<file path="src/rtl/jbl_pkg.sv">
`timescale 1ns / 1ps
// ----------------------------------------------------------------------------
// jbl_pkg
// Shared types, codes and character classes for the JSON byte lexer.
// ----------------------------------------------------------------------------
package jbl_pkg;

  // lexer modes
  localparam logic [2:0] MODE_IDLE = 3'd0;
  localparam logic [2:0] MODE_STR  = 3'd1;
  localparam logic [2:0] MODE_NUM  = 3'd2;
  localparam logic [2:0] MODE_KEY  = 3'd3;
  localparam logic [2:0] MODE_ERR  = 3'd4;

  // event codes
  localparam logic [2:0] EV_LIT    = 3'd0;
  localparam logic [2:0] EV_TOKEND = 3'd1;
  localparam logic [2:0] EV_PUNCT  = 3'd2;
  localparam logic [2:0] EV_END    = 3'd3;
  localparam logic [2:0] EV_ERR    = 3'd4;

  // token kinds
  localparam logic [3:0] KIND_NONE     = 4'd0;
  localparam logic [3:0] KIND_COMMA    = 4'd0;
  localparam logic [3:0] KIND_COLON    = 4'd1;
  localparam logic [3:0] KIND_LBRACKET = 4'd2;
  localparam logic [3:0] KIND_RBRACKET = 4'd3;
  localparam logic [3:0] KIND_LCURLY   = 4'd4;
  localparam logic [3:0] KIND_RCURLY   = 4'd5;
  localparam logic [3:0] KIND_STR      = 4'd6;
  localparam logic [3:0] KIND_NUM      = 4'd7;
  localparam logic [3:0] KIND_KEY      = 4'd8;

  // error codes
  localparam logic [1:0] ERR_NONE     = 2'd0;
  localparam logic [1:0] ERR_EMPTY    = 2'd1;
  localparam logic [1:0] ERR_INVALID  = 2'd2;
  localparam logic [1:0] ERR_UNCLOSED = 2'd3;

  // special bytes
  localparam logic [7:0] CH_COMMA    = 8'h2C;
  localparam logic [7:0] CH_COLON    = 8'h3A;
  localparam logic [7:0] CH_LBRACKET = 8'h5B;
  localparam logic [7:0] CH_RBRACKET = 8'h5D;
  localparam logic [7:0] CH_LCURLY   = 8'h7B;
  localparam logic [7:0] CH_RCURLY   = 8'h7D;
  localparam logic [7:0] CH_QUOTE    = 8'h22;
  localparam logic [7:0] CH_DOT      = 8'h2E;

  // one result item
  typedef struct packed {
    logic [2:0] event_res;
    logic [3:0] token_kind;
    logic [7:0] char_value;
    logic [1:0] error_code;
    logic       last_of_run;
  } result_t;

  // outcome of a byte seen between tokens
  typedef struct packed {
    logic       hit;
    result_t    res;
    logic [2:0] mode;
  } idle_t;

  function automatic result_t mk_res(logic [2:0] ev, logic [3:0] kind,
                                     logic [7:0] ch, logic [1:0] err);
    result_t r;
    r.event_res   = ev;
    r.token_kind  = kind;
    r.char_value  = ch;
    r.error_code  = err;
    r.last_of_run = 1'b0;
    return r;
  endfunction

  function automatic logic is_space(logic [7:0] c);
    return (c == 8'd32) || (c inside {[8'd9:8'd13]});
  endfunction

  function automatic logic is_digit(logic [7:0] c);
    return c inside {[8'h30:8'h39]};
  endfunction

  function automatic logic is_letter(logic [7:0] c);
    return c inside {[8'h41:8'h5A], [8'h61:8'h7A]};
  endfunction

  // classify a byte that starts a fresh token
  function automatic idle_t idle_byte(logic [7:0] c);
    idle_t o;
    o.hit  = 1'b1;
    o.mode = MODE_IDLE;
    o.res  = mk_res(EV_PUNCT, KIND_NONE, 8'd0, ERR_NONE);
    case (c)
      CH_COMMA:    o.res.token_kind = KIND_COMMA;
      CH_COLON:    o.res.token_kind = KIND_COLON;
      CH_LBRACKET: o.res.token_kind = KIND_LBRACKET;
      CH_RBRACKET: o.res.token_kind = KIND_RBRACKET;
      CH_LCURLY:   o.res.token_kind = KIND_LCURLY;
      CH_RCURLY:   o.res.token_kind = KIND_RCURLY;
      CH_QUOTE: begin
        o.hit  = 1'b0;
        o.mode = MODE_STR;
      end
      default: begin
        if (is_space(c)) begin
          o.hit = 1'b0;
        end else if (is_digit(c)) begin
          o.mode = MODE_NUM;
          o.res  = mk_res(EV_LIT, KIND_NUM, c, ERR_NONE);
        end else if (is_letter(c)) begin
          o.mode = MODE_KEY;
          o.res  = mk_res(EV_LIT, KIND_KEY, c, ERR_NONE);
        end else begin
          o.mode = MODE_ERR;
          o.res  = mk_res(EV_ERR, KIND_NONE, 8'd0, ERR_INVALID);
        end
      end
    endcase
    return o;
  endfunction

endpackage

</file>
<file path="src/rtl/json_byte_lexer.sv">
`timescale 1ns / 1ps
// ----------------------------------------------------------------------------
// json_byte_lexer
// Splits JSON text, one byte per request, into lexical events.
// ----------------------------------------------------------------------------
// Usage:
// - input channel (in_valid/in_ready) carries one text byte or an end marker
//   (end_of_input set, byte_value ignored)
// - output channel (out_valid/out_ready) carries lexical events: literal
//   bytes, literal token ends, punctuation, clean end and errors; each
//   request makes zero, one or two events, last_of_run flags the final one
// - the request is classified in the cycle it is accepted and its events are
//   written to a four-entry result queue; the first event is presented from
//   the queue head once it is registered there and earlier events have drained
// - throughput is one request per cycle while requests make at most one
//   event each and the receiver is not stalling; a request that makes two
//   events drains one event per pop, so the queue drain rate sets the sustained rate
// - in_ready is high while the queue has room for two events, so the lexer
//   keeps taking requests while earlier events wait on a stalled receiver
// - a stalled receiver simply holds the queue head; nothing is dropped
// - after an invalid byte all bytes are skipped until the end marker, which
//   also clears the lexer state
// - synchronous reset empties the queue and returns the lexer to idle with
//   no byte seen
// ----------------------------------------------------------------------------
module json_byte_lexer import jbl_pkg::*; (
  input  logic       clk,
  input  logic       rst,
  input  logic       in_valid,
  output logic       in_ready,
  input  logic [7:0] byte_value,
  input  logic       end_of_input,
  output logic       out_valid,
  input  logic       out_ready,
  output logic [2:0] event_res,
  output logic [3:0] token_kind,
  output logic [7:0] char_value,
  output logic [1:0] error_code,
  output logic       last_of_run
);

  logic [2:0] lexer_mode;
  logic [2:0] lexer_mode_next;
  logic       seen_any_byte;
  logic       seen_any_byte_next;

  result_t    fifo [4];
  logic [1:0] wr_ptr;
  logic [1:0] rd_ptr;
  logic [2:0] count;

  logic       accept;
  logic       pop;
  logic [1:0] n_res;
  result_t    r0;
  result_t    r1;
  idle_t      idl;
  logic [2:0] mode_cur;

  assign accept = in_valid && in_ready;
  assign pop    = out_valid && out_ready;

  // classify the request against the current mode
  always_comb begin
    mode_cur           = (lexer_mode > MODE_ERR) ? MODE_IDLE : lexer_mode;
    idl                = idle_byte(byte_value);
    n_res              = 2'd0;
    r0                 = mk_res(EV_END, KIND_NONE, 8'd0, ERR_NONE);
    r1                 = mk_res(EV_END, KIND_NONE, 8'd0, ERR_NONE);
    lexer_mode_next    = mode_cur;
    seen_any_byte_next = 1'b1;
    if (end_of_input) begin
      lexer_mode_next    = MODE_IDLE;
      seen_any_byte_next = 1'b0;
      if (mode_cur == MODE_ERR) begin
        n_res = 2'd0;
      end else if (!seen_any_byte) begin
        n_res = 2'd1;
        r0    = mk_res(EV_ERR, KIND_NONE, 8'd0, ERR_EMPTY);
      end else if (mode_cur == MODE_STR) begin
        n_res = 2'd1;
        r0    = mk_res(EV_ERR, KIND_NONE, 8'd0, ERR_UNCLOSED);
      end else if (mode_cur == MODE_NUM || mode_cur == MODE_KEY) begin
        n_res = 2'd2;
        r0    = mk_res(EV_TOKEND, (mode_cur == MODE_NUM) ? KIND_NUM : KIND_KEY,
                       8'd0, ERR_NONE);
      end else begin
        n_res = 2'd1;
      end
    end else begin
      case (mode_cur)
        MODE_ERR: begin
          n_res = 2'd0;
        end
        MODE_STR: begin
          n_res = 2'd1;
          if (byte_value == CH_QUOTE) begin
            lexer_mode_next = MODE_IDLE;
            r0 = mk_res(EV_TOKEND, KIND_STR, 8'd0, ERR_NONE);
          end else begin
            r0 = mk_res(EV_LIT, KIND_STR, byte_value, ERR_NONE);
          end
        end
        MODE_NUM, MODE_KEY: begin
          if ((mode_cur == MODE_NUM &&
               (is_digit(byte_value) || byte_value == CH_DOT)) ||
              (mode_cur == MODE_KEY && is_letter(byte_value))) begin
            n_res = 2'd1;
            r0 = mk_res(EV_LIT, (mode_cur == MODE_NUM) ? KIND_NUM : KIND_KEY,
                        byte_value, ERR_NONE);
          end else begin
            // token ends, the byte starts over as a fresh byte
            r0 = mk_res(EV_TOKEND, (mode_cur == MODE_NUM) ? KIND_NUM : KIND_KEY,
                        8'd0, ERR_NONE);
            r1 = idl.res;
            n_res = idl.hit ? 2'd2 : 2'd1;
            lexer_mode_next = idl.mode;
          end
        end
        default: begin
          r0 = idl.res;
          n_res = idl.hit ? 2'd1 : 2'd0;
          lexer_mode_next = idl.mode;
        end
      endcase
    end
    r0.last_of_run = (n_res == 2'd1);
    r1.last_of_run = 1'b1;
  end

  // lexer state
  always_ff @(posedge clk) begin
    if (rst) begin
      lexer_mode    <= MODE_IDLE;
      seen_any_byte <= 1'b0;
    end else if (accept) begin
      lexer_mode    <= lexer_mode_next;
      seen_any_byte <= seen_any_byte_next;
    end
  end

  // result queue storage
  always_ff @(posedge clk) begin
    if (accept && n_res != 2'd0) begin
      fifo[wr_ptr] <= r0;
    end
    if (accept && n_res == 2'd2) begin
      fifo[wr_ptr + 2'd1] <= r1;
    end
  end

  // result queue pointers
  always_ff @(posedge clk) begin
    if (rst) begin
      wr_ptr <= 2'd0;
      rd_ptr <= 2'd0;
      count  <= 3'd0;
    end else begin
      if (accept) begin
        wr_ptr <= wr_ptr + n_res;
      end
      if (pop) begin
        rd_ptr <= rd_ptr + 2'd1;
      end
      count <= count + (accept ? {1'b0, n_res} : 3'd0) - {2'd0, pop};
    end
  end

  // handshakes and output fields
  assign in_ready    = (count <= 3'd2);
  assign out_valid   = (count != 3'd0);
  assign event_res   = fifo[rd_ptr].event_res;
  assign token_kind  = fifo[rd_ptr].token_kind;
  assign char_value  = fifo[rd_ptr].char_value;
  assign error_code  = fifo[rd_ptr].error_code;
  assign last_of_run = fifo[rd_ptr].last_of_run;

endmodule

</file>
<file path="config.mk">
export PLATFORM = sky130hd
export DESIGN_NAME = json_byte_lexer
export DESIGN_NICKNAME = d
export VERILOG_FILES = /design/src/rtl/jbl_pkg.sv /design/src/rtl/json_byte_lexer.sv
export SDC_FILE = /design/constraint.sdc
export NUM_CORES = 1
export LEC_CHECK = 0
export BUFFER_PORTS_ARGS = -buffer_cell sky130_fd_sc_hd__buf_4
export CAP_MARGIN = 20
export CORE_MARGIN = 2
export CORE_UTILIZATION = 30
export DETAILED_ROUTE_END_ITERATION = 10
export PLACE_DENSITY = 0.51
export SLEW_MARGIN = 20
export SYNTH_ARGS = -nofsm -noshare
export SYNTH_HDL_FRONTEND = slang
export SYNTH_SLANG_ARGS = --single-unit
</file>
<file path="constraint.sdc">
create_clock -name clk -period 3.2 [get_ports clk]
set_input_delay 0.64 -clock clk [delete_from_list [all_inputs] [get_ports clk]]
set_output_delay 0.64 -clock clk [all_outputs]
set_load 0.02 [all_outputs]
</file>
==> flow_summary.json, run 1 <==
{
  "holdCritPathClass": "register to register",
  "final.setup.tns_ps": 0,
  "setup_viol_count_final": 0,
  "synthDistinctLibCells": 74,
  "timing.critical_path.slowest_cell_delay_ps": 430,
  "max-clock-path-buffers": 2,
  "drt-wirelength-per-cell_um": 19.1,
  "clock-root-buffer": "sky130_fd_sc_hd__clkbuf_16",
  "comb_power_share_pct": 38.9,
  "routed-wl-met3_um": 693,
  "area_growth_pct": 22.9,
  "final.min_clock_period_ps": 2880,
  "sequentialPowerShare_pct": 35.7,
  "clkSlewWorstSetupHoldPaths_ps": 60,
  "netSwitchingFraction_pct": 35.1,
  "die_area_mm2": 0.0174,
  "switching_power_mw": 1.47,
  "slew_headroom_pct": 58.9,
  "synth.top_cell.area_share_pct": 39.2,
  "drt_first_pass_iters": 6,
  "timing.setup.critical_path_class": "input port to register",
  "grt_antenna_before_repair": 0,
  "global_route.overflow_total": 0,
  "synth.net_count": 472,
  "core-area_mm2": 0.0159,
  "floorplan.die.width_um": 132,
  "synth_async_sr_flop_share_pct": 0,
  "slew_viol_final": 0,
  "drc": 0,
  "grt_start_max_net_pins": 19,
  "hpwl_um": 10700,
  "yosys_warnings": 0,
  "gp_congestion": 0.917,
  "yosys-top-cells-area": "sky130_fd_sc_hd__edfxtp_1 (39%), sky130_fd_sc_hd__dfxtp_1 (8.6%), sky130_fd_sc_hd__mux4_2 (8.3%), sky130_fd_sc_hd__nand2_1 (3.7%), sky130_fd_sc_hd__o22ai_1 (2.8%)",
  "worst-slew-pin-transition_ps": 610,
  "timing.critical_path.from_type": "input port",
  "syn_avg_cell_area_um2": 10.8,
  "cts_resized": 0,
  "clkSinkCount": 85,
  "antenna_nets_post_route": 0,
  "timing.fmax_mhz": 347,
  "core.rowCount": 46,
  "postLayoutCoreUtil_pct": 37.9,
  "postLayoutSetupSlackWorst_ps": 316,
  "ys_top_cells_by_count": "sky130_fd_sc_hd__edfxtp_1 (64), sky130_fd_sc_hd__nand2_1 (48), sky130_fd_sc_hd__nor2_1 (24), sky130_fd_sc_hd__a21oi_1 (23), sky130_fd_sc_hd__o22ai_1 (22)",
  "power.static_leakage_nw": 2.18,
  "floorplan.initialDensity_pct": 30.8,
  "edff_count_synth": 64,
  "synth-seq-cells": 85,
  "design.portCount": 33,
  "power.clock.fraction_pct": 25.4,
  "met1_wirelength_um": 6640,
  "slowest_stage": "sky130_fd_sc_hd__a311o_2",
  "post_cts_buffers": 0,
  "syn_inst": 454,
  "numCtsBuffers": 9,
  "critical_path.endpoint_type": "register",
  "r2r_setup_slack_ps": 340,
  "p_int_mw": 2.72,
  "vias": 4050,
  "cts-hold-fix-buffers": 0,
  "power.density_mw_per_mm2": 695,
  "path_max_fanout": 7,
  "crit_chain": "buf_4, nand2_1, o211a_1, a311o_2, o31ai_4, nor2_4, nand2_1, ha_1, inv_1, ha_1, inv_1, fa_2, xnor2_2, xnor2_1, nor2_1",
  "path_delay_family": "compound AO/OA/AOI/OAI gates",
  "synth-seq-area-share_pct": 47.7,
  "pre_cts_slack_ps": -41.9,
  "grt_setup_unrepaired": "false",
  "cts_htree_levels": 3,
  "critical_path_required_ps": 3440,
  "drt_first_iter_violations": 455,
  "die_y_um": 132,
  "met2_wire_length_um": 6620,
  "finalNetCount": 542,
  "min_path_cells": 1,
  "clk-insertion-delay-late_ps": 360,
  "via_count_of_the_first_global_routing_pass": 4048,
  "post_synthesis_instance_area_mm2": 0.00491,
  "status": "finished, final reports clean",
  "route.detailed.vias_per_inst": 5.44,
  "yosysMostFrequentCell": "sky130_fd_sc_hd__edfxtp_1",
  "netlist.top_cell.by_area": "sky130_fd_sc_hd__edfxtp_1",
  "final-hold-violation-count": 0,
  "insertedDiodeCount": 0,
  "finalCritPeriodShare_pct": 90.1,
  "rr_worst_depth": 14,
  "ys_dominant_reg_cell": "sky130_fd_sc_hd__edfxtp_1",
  "maxCapViolations": 0,
  "highest-signal-layer": "met4",
  "track_usage_pct": 17.1,
  "timing.critical_path.depth": 15,
  "grt_first_pass_wirelength_um": 23100,
  "post_route_cells_drive_above_1_share_pct": 29.3,
  "overall_power_of_the_completed_layout_mw": 4.19,
  "vdd.ir_drop.worst_mv": 0.311,
  "cts_tree": "built",
  "numPortBuffers": 32,
  "crit_buf_inv": 3,
  "routed_wirelength_um": 14300,
  "critPathArrivalTime_ps": 3120,
  "skew_ps": 12.4
}
-- registers in the layout (all words and copies together), names as in the netlist, named ones only --
signal / flops
fifo: 72
seen_any_byte: 1
wr_ptr: 2
lexer_mode: 3
rd_ptr: 2
count: 3
-- cells by family (layout without fill, tap and decap cells) --
group	count (synthesis)	in the layout	share of synthesized area [%]
AOI/OAI and AO/OA	136	136	19.5
xor gates and xnor gates	4	4	0.714
adders and majority gates	6	6	1.66
buffers and inverters	42	117	4.05
DFF	85	85	47.7
muxes	18	18	8.26
and+or+nand+nor	163	163	18.1
-- area by class of cell --
cell class / instances / area (um^2)
clock buffers: 9 / 225
inverters: 9 / 33.8
fillers: 1583 / 9910
clock inverters: 7 / 73.8
multi-input cells: 327 / 2400
well taps: 216 / 270
repair buffers: 92 / 691
flip-flops and latches: 85 / 2340
-- metal layers --
layer  GRT usage, %  vias to the layer above
met5              0                        -
met1           23.5                     1982
li1               -                     1908
met3           2.35                       24
met2           27.3                      136
met4           6.94                        0
-- cells in the final DEF (no fill, tap or decap), types with 3 or more instances in the layout --
master / count
sky130_fd_sc_hd__o211ai_1: 4
sky130_fd_sc_hd__edfxtp_1: 64
sky130_fd_sc_hd__nand2_4: 3
sky130_fd_sc_hd__a31oi_1: 4
sky130_fd_sc_hd__dfxtp_1: 21
sky130_fd_sc_hd__clkbuf_16: 9
sky130_fd_sc_hd__and2_1: 5
sky130_fd_sc_hd__o21ai_0: 20
sky130_fd_sc_hd__ha_1: 4
sky130_fd_sc_hd__mux4_2: 18
sky130_fd_sc_hd__o2bb2ai_1: 3
sky130_fd_sc_hd__nor4b_1: 3
sky130_fd_sc_hd__o31ai_1: 3
sky130_fd_sc_hd__a21oi_1: 23
sky130_fd_sc_hd__or3_1: 3
sky130_fd_sc_hd__a21boi_1: 8
sky130_fd_sc_hd__o22ai_1: 22
sky130_fd_sc_hd__nor2b_1: 10
sky130_fd_sc_hd__nand4_1: 6
sky130_fd_sc_hd__nand3_1: 19
sky130_fd_sc_hd__buf_4: 92
sky130_fd_sc_hd__nor4_1: 4
sky130_fd_sc_hd__inv_1: 6
sky130_fd_sc_hd__clkinv_1: 3
sky130_fd_sc_hd__a21boi_0: 15
sky130_fd_sc_hd__a2bb2oi_1: 3
sky130_fd_sc_hd__nand3b_1: 3
sky130_fd_sc_hd__nor3_1: 11
sky130_fd_sc_hd__a32oi_1: 4
sky130_fd_sc_hd__nand2b_1: 5
sky130_fd_sc_hd__nor2_1: 22
sky130_fd_sc_hd__nand2_1: 48
sky130_fd_sc_hd__a211oi_1: 4
-- worst paths after layout --
| check | from | end |
|---|---|---|
| hold reg to reg | fifo[3][1]$_SDFFE_PP0N_ | fifo[3][1]$_SDFFE_PP0N_ |
| hold / removal | fifo[3][1]$_SDFFE_PP0N_ | fifo[3][1]$_SDFFE_PP0N_ |
| setup reg to reg | lexer_mode[1]$_SDFFE_PP0P_ | count[2]$_SDFF_PP0_ |
| setup / recovery | byte_value[3] | count[2]$_SDFF_PP0_ |
-- per-stage QoR --
step,cell area (um^2),hold slack [ps],std cells
final,6030,494,745
after global routing,6030,520,745
after CTS,6030,495,745
after detailed placement,5740,481,729
after global placement,5740,486,729
after floorplan,4940,444,454
-- power by group through the flow --
stage / clock network [mW] / registers, mW / logic [mW]
after floorplan: 0 / 1.47 / 1.09
after global placement: 0 / 1.51 / 1.63
after detailed placement: 0 / 1.52 / 1.65
after CTS: 1.09 / 1.50 / 1.65
after global routing: 1.14 / 1.52 / 1.77
final: 1.06 / 1.50 / 1.63
Power figures use the tool's default switching activity.
==> run 2: changes to the inputs <==
- PLACE_DENSITY: 0.51 -> 0.49
- clock period: 3.2 -> 3.6 ns (I/O delays scaled with it)
==> run 2 against run 1 <==
Against the previous run:
- total power down 10%
- register-to-register slack better by 210 ps
- first-iteration DRC count decreased by 9.5%
- sequential share of layout area is 1.1 points higher
- final cell count down 3.0%
- critical path depth did not move
- utilization is 1.0 points lower
- non-clock buffer count shrank 22
- routed wire length fell by 0.30%
- critical endpoint unchanged
- design area down 2.7%
- count of clock-buffer cells in the layout unchanged
- critical path type unchanged
==> flow_summary.json, run 2 (same netlist as run 1, synthesis figures left out) <==
{
  "status": "finished, final reports clean",
  "maxCapViolations": 0,
  "design.portCount": 33,
  "holdCritPathClass": "register to register",
  "setup_viol_count_final": 0,
  "cts_resized": 0,
  "cts-hold-fix-buffers": 0,
  "clkSinkCount": 85,
  "slew_viol_final": 0,
  "most-common-layout-cells": "sky130_fd_sc_hd__buf_4 (70), sky130_fd_sc_hd__edfxtp_1 (64), sky130_fd_sc_hd__nand2_1 (48)",
  "critPathArrivalTime_ps": 3400,
  "largest_register_ff_count": 72,
  "grt_setup_unrepaired": "false",
  "global_route.overflow_total": 0,
  "area_growth_pct": 19.6,
  "n_fill_cell": 1583,
  "regMostFlops": "fifo",
  "drc": 0,
  "timing.setup.critical_path_class": "input port to register",
  "vias": 3999,
  "critical_path_required_ps": 3830,
  "power.static_leakage_nw": 2.08,
  "final-hold-violation-count": 0,
  "slew_headroom_pct": 51.4,
  "post_route_cells_drive_above_1_share_pct": 25.4,
  "antenna_nets_post_route": 0,
  "drt_first_iter_violations": 412,
  "die_y_um": 132,
  "floorplan.initialDensity_pct": 30.8,
  "clk-insertion-delay-late_ps": 340,
  "crit_chain": "buf_4, or4b_4, nor2_1, o21a_2, o31ai_4, nor2_1, nand2_1, ha_1, inv_1, ha_1, inv_1, fa_1, xnor2_1, xnor2_1, nor2_1",
  "worst-slew-pin-transition_ps": 720,
  "use_met1_pct": 22.7,
  "core-area_mm2": 0.0159,
  "vdd.ir_drop.worst_mv": 0.256,
  "leading_cell_type_in_the_layout_fill_and_taps_excluded": "sky130_fd_sc_hd__buf_4",
  "core.rowCount": 46,
  "die_area_mm2": 0.0174,
  "grt_antenna_before_repair": 0,
  "timing.fmax_mhz": 316,
  "grt_use_met3_pct": 2.58,
  "max-clock-path-buffers": 2,
  "postLayoutCoreUtil_pct": 36.8,
  "finalNetCount": 520,
  "numCtsBuffers": 9,
  "final.min_clock_period_ps": 3170,
  "path_max_fanout": 11,
  "met2_usage_pct": 27.6,
  "power.density_mw_per_mm2": 643,
  "drt-wirelength-per-cell_um": 19.7,
  "route.detailed.vias_per_inst": 5.53,
  "routed_wirelength_um": 14200,
  "floorplan.die.width_um": 132,
  "cts_tree": "built",
  "track_usage_pct": 16.8,
  "post_cts_buffers": 0,
  "hpwl_um": 10800,
  "clock-root-buffer": "sky130_fd_sc_hd__clkbuf_16",
  "grt_start_max_net_pins": 19,
  "grt_first_pass_wirelength_um": 23000,
  "clkSlewWorstSetupHoldPaths_ps": 70,
  "timing.critical_path.from_type": "input port",
  "drt_first_pass_iters": 5,
  "via_count_of_the_first_global_routing_pass": 4066,
  "gp_congestion": 0.910,
  "cts_htree_levels": 3,
  "layout_top_registers": "fifo: 72 flops, count: 3 flops, lexer_mode: 3 flops",
  "critical_path.most_common_cell": "sky130_fd_sc_hd__nor2_1",
  "slowest_stage": "sky130_fd_sc_hd__or4b_4",
  "final.setup.tns_ps": 0,
  "numPortBuffers": 32,
  "critical_path.endpoint_type": "register",
  "skew_ps": 11.5,
  "insertedDiodeCount": 0,
  "grt.busiest_layer": "met2",
  "timing.critical_path.slowest_cell_delay_ps": 560,
  "finalCritPeriodShare_pct": 88.0
}
run 2: stage by stage:
stage          instance area [um^2]  power [mW]  hold slack [ps]  cells  setup slack, ps
2_1_floorplan                  4910        2.26              444    454             84.5
3_3_place_gp                   5540        2.76              499    707              135
3_5_place_dp                   5540        2.78              494    707             58.4
4_1_cts                        5870        3.80              510    723              423
5_1_grt                        5870        3.97              527    723              241
6_report                       5870        3.77              501    723              433
run 2: layout make-up:
| type | count | area, um^2 | share of cell area, % |
|---|---|---|---|
| repair buffers | 70 | 526 | 8.95 |
| flip-flops and latches | 85 | 2340 | 39.9 |
| inverters | 9 | 33.8 | 0.576 |
| clock inverters | 7 | 105 | 1.79 |
| multi-input cells | 327 | 2370 | 40.3 |
| well taps | 216 | 270 | 4.60 |
| clock buffers | 9 | 225 | 3.84 |
run 2: worst paths after layout:
path | from | endpoint | slack, ps | depth (start not counted)
setup / recovery | byte_value[0] | count[2]$_SDFF_PP0_ | 430 | 15
hold / removal | fifo[1][1]$_SDFFE_PP0P_ | fifo[1][1]$_SDFFE_PP0P_ | 500 | 1
setup reg to reg | lexer_mode[0]$_SDFFE_PP0P_ | count[2]$_SDFF_PP0_ | 550 | 13
hold reg to reg | fifo[1][1]$_SDFFE_PP0P_ | fifo[1][1]$_SDFFE_PP0P_ | 500 | 1
run 2: report_power, final:
group / leakage [nW] / internal [mW] / switching [mW]
clock network: 0.159 / 0.619 / 0.409
registers: 0.844 / 1.24 / 0.0930
logic: 1.08 / 0.602 / 0.804
run 2: routing by layer:
layer  vias to the layer above  share of wire, %
met3                        22               6.0
met2                       152                47
li1                       1867                 -
met5                         -                 0
met4                         0               2.1
met1                      1958                45
run 2: worst max-delay path, delay by kind of cell:
family / cells / cell delay (ps)
AO/OA/AOI/OAI: 2 / 260
XOR/XNOR: 2 / 340
adder cells (fa/ha/maj): 3 / 800
buffers and inverters: 3 / 250
AND/OR/NAND/NOR: 5 / 1030
==> run 3: changes to the inputs <==
- CELL_PAD_IN_SITES_DETAIL_PLACEMENT: not set -> 1
- CELL_PAD_IN_SITES_GLOBAL_PLACEMENT: not set -> 2
- PLACE_DENSITY: 0.49 -> 0.66
==> run 3 against run 2 <==
Against the previous run:
- final cell count down 0.28%
- clock skew down 4.6 ps
- sequential power is essentially flat
- worst setup slack improved by 23 ps
- worst hold slack got worse by 9.1 ps
- combinational power about the same
- clock power about the same
- sequential share of layout area is essentially flat
- routed wire length rose by 7.2%
- sequential cell count did not move
- register-to-register slack improved by 20 ps
- first-iteration DRC count shrank 16%
- largest cell class unchanged
==> flow_summary.json, run 3 (same netlist as run 1, synthesis figures left out) <==
{
  "status": "finished, final reports clean",
  "drt-wirelength-per-cell_um": 21.1,
  "die_area_mm2": 0.0174,
  "antenna_nets_post_route": 0,
  "pre_cts_slack_ps": 60.7,
  "clkSlewWorstSetupHoldPaths_ps": 60,
  "setup_viol_count_final": 0,
  "vdd.ir_drop.worst_mv": 0.256,
  "numCtsBuffers": 9,
  "vias": 3896,
  "slowest_stage": "sky130_fd_sc_hd__or4b_4",
  "skew_ps": 6.94,
  "holdCritPathClass": "register to register",
  "drt_first_pass_iters": 4,
  "track_usage_pct": 18.2,
  "via_count_of_the_first_global_routing_pass": 4162,
  "grt_setup_unrepaired": "false",
  "area_growth_pct": 19.7,
  "routed_wirelength_um": 15200,
  "n_fill_cell": 1770,
  "timing.critical_path.from_type": "input port",
  "core-area_mm2": 0.0159,
  "path_delay_family": "simple AND/OR/NAND/NOR gates",
  "timing.fmax_mhz": 318,
  "maxCapViolations": 0,
  "numPlacedInstances": 705,
  "finish.instance_area_mm2": 0.00588,
  "crit_chain": "buf_4, or4b_4, nor2_1, o21a_2, o31ai_4, nor2_1, nand2_1, ha_1, inv_1, ha_1, inv_1, fa_1, xnor2_1, xnor2_1, nor2_1",
  "overall_power_of_the_completed_layout_mw": 3.78,
  "grt_start_max_net_pins": 19,
  "cts_tree": "built",
  "finalNetCount": 518,
  "critical_path.most_common_cell": "sky130_fd_sc_hd__nor2_1",
  "critical_path_required_ps": 3840,
  "final-hold-violation-count": 0,
  "postLayoutSetupSlackWorst_ps": 456,
  "clkSinkCount": 85,
  "cts-hold-fix-buffers": 0,
  "slew_viol_final": 0,
  "regArea_mm2": 0.00234,
  "drc": 0,
  "crit_buf_inv": 3,
  "leading_cell_type_in_the_layout_fill_and_taps_excluded": "sky130_fd_sc_hd__buf_4",
  "hpwl_um": 11400,
  "critPathArrivalTime_ps": 3390,
  "slew_headroom_pct": 49.8,
  "cts_htree_levels": 3,
  "design.portCount": 33,
  "grt_first_pass_wirelength_um": 24400,
  "insertedDiodeCount": 0,
  "route.detailed.vias_per_inst": 5.40,
  "floorplan.initialDensity_pct": 30.8,
  "most-common-layout-cells": "sky130_fd_sc_hd__buf_4 (66), sky130_fd_sc_hd__edfxtp_1 (64), sky130_fd_sc_hd__nand2_1 (48)",
  "timing.critical_path.slowest_cell_delay_ps": 570,
  "worst-slew-pin-transition_ps": 743,
  "core.rowCount": 46,
  "final.min_clock_period_ps": 3140,
  "grt_antenna_before_repair": 0,
  "regMostFlops": "fifo",
  "post_route_cells_drive_above_1_share_pct": 25.0,
  "numPortBuffers": 32,
  "multiInputGateArea_mm2": 0.00237,
  "die_y_um": 132,
  "power.density_mw_per_mm2": 643,
  "layout_top_registers": "fifo: 72 flops, count: 3 flops, lexer_mode: 3 flops",
  "drt_first_iter_violations": 348,
  "finalCritPeriodShare_pct": 87.3,
  "fin_hold_ws_ps": 492,
  "critical_path.endpoint_type": "register",
  "final_cells": 721,
  "global_route.overflow_total": 0,
  "power.static_leakage_nw": 2.07,
  "max-clock-path-buffers": 2,
  "final.setup.tns_ps": 0,
  "timing.setup.critical_path_class": "input port to register",
  "gp_congestion": 0.831,
  "post_cts_buffers": 0,
  "detailed_place.area_mm2": 0.00555,
  "clk-insertion-delay-late_ps": 350,
  "largest_register_ff_count": 72,
  "path_max_fanout": 11,
  "floorplan.die.width_um": 132,
  "cts_resized": 0,
  "clock-root-buffer": "sky130_fd_sc_hd__clkbuf_16",
  "postLayoutCoreUtil_pct": 36.9
}
run 3: worst paths after layout:
| path | startpoint | to | slack [ps] | cells past startpoint |
|---|---|---|---|---|
| worst min register to register | fifo[3][1]$_SDFFE_PP0N_ | fifo[3][1]$_SDFFE_PP0N_ | 490 | 1 |
| worst max register to register | lexer_mode[1]$_SDFFE_PP0P_ | count[2]$_SDFF_PP0_ | 570 | 11 |
| worst max-delay path | byte_value[0] | count[2]$_SDFF_PP0_ | 460 | 15 |
| worst min-delay path | fifo[3][1]$_SDFFE_PP0N_ | fifo[3][1]$_SDFFE_PP0N_ | 490 | 1 |
run 3: final cells by class:
| class | count | area share, % |
|---|---|---|
| tap | 216 | 4.60 |
| clock inverter | 5 | 1.43 |
| clock buffer | 11 | 4.13 |
| inverter | 9 | 0.575 |
| multi-input combinational | 327 | 40.3 |
| sequential | 85 | 39.9 |
| timing repair buffer | 68 | 9.11 |
run 3: power breakdown:
group,internal [mW],switching [mW]
Clock,0.628,0.390
Combinational,0.609,0.814
Sequential,1.24,0.0952
Total,2.48,1.30
run 3: metal layers:
layer | part of all wire, % | GRT usage, % | wire length [um]
met1 | 50 | 26.2 | 7570
met2 | 46 | 27.8 | 6940
met3 | 3.2 | 3.04 | 481
met4 | 1.6 | 6.10 | 250
met5 | 0 | 0 | 0
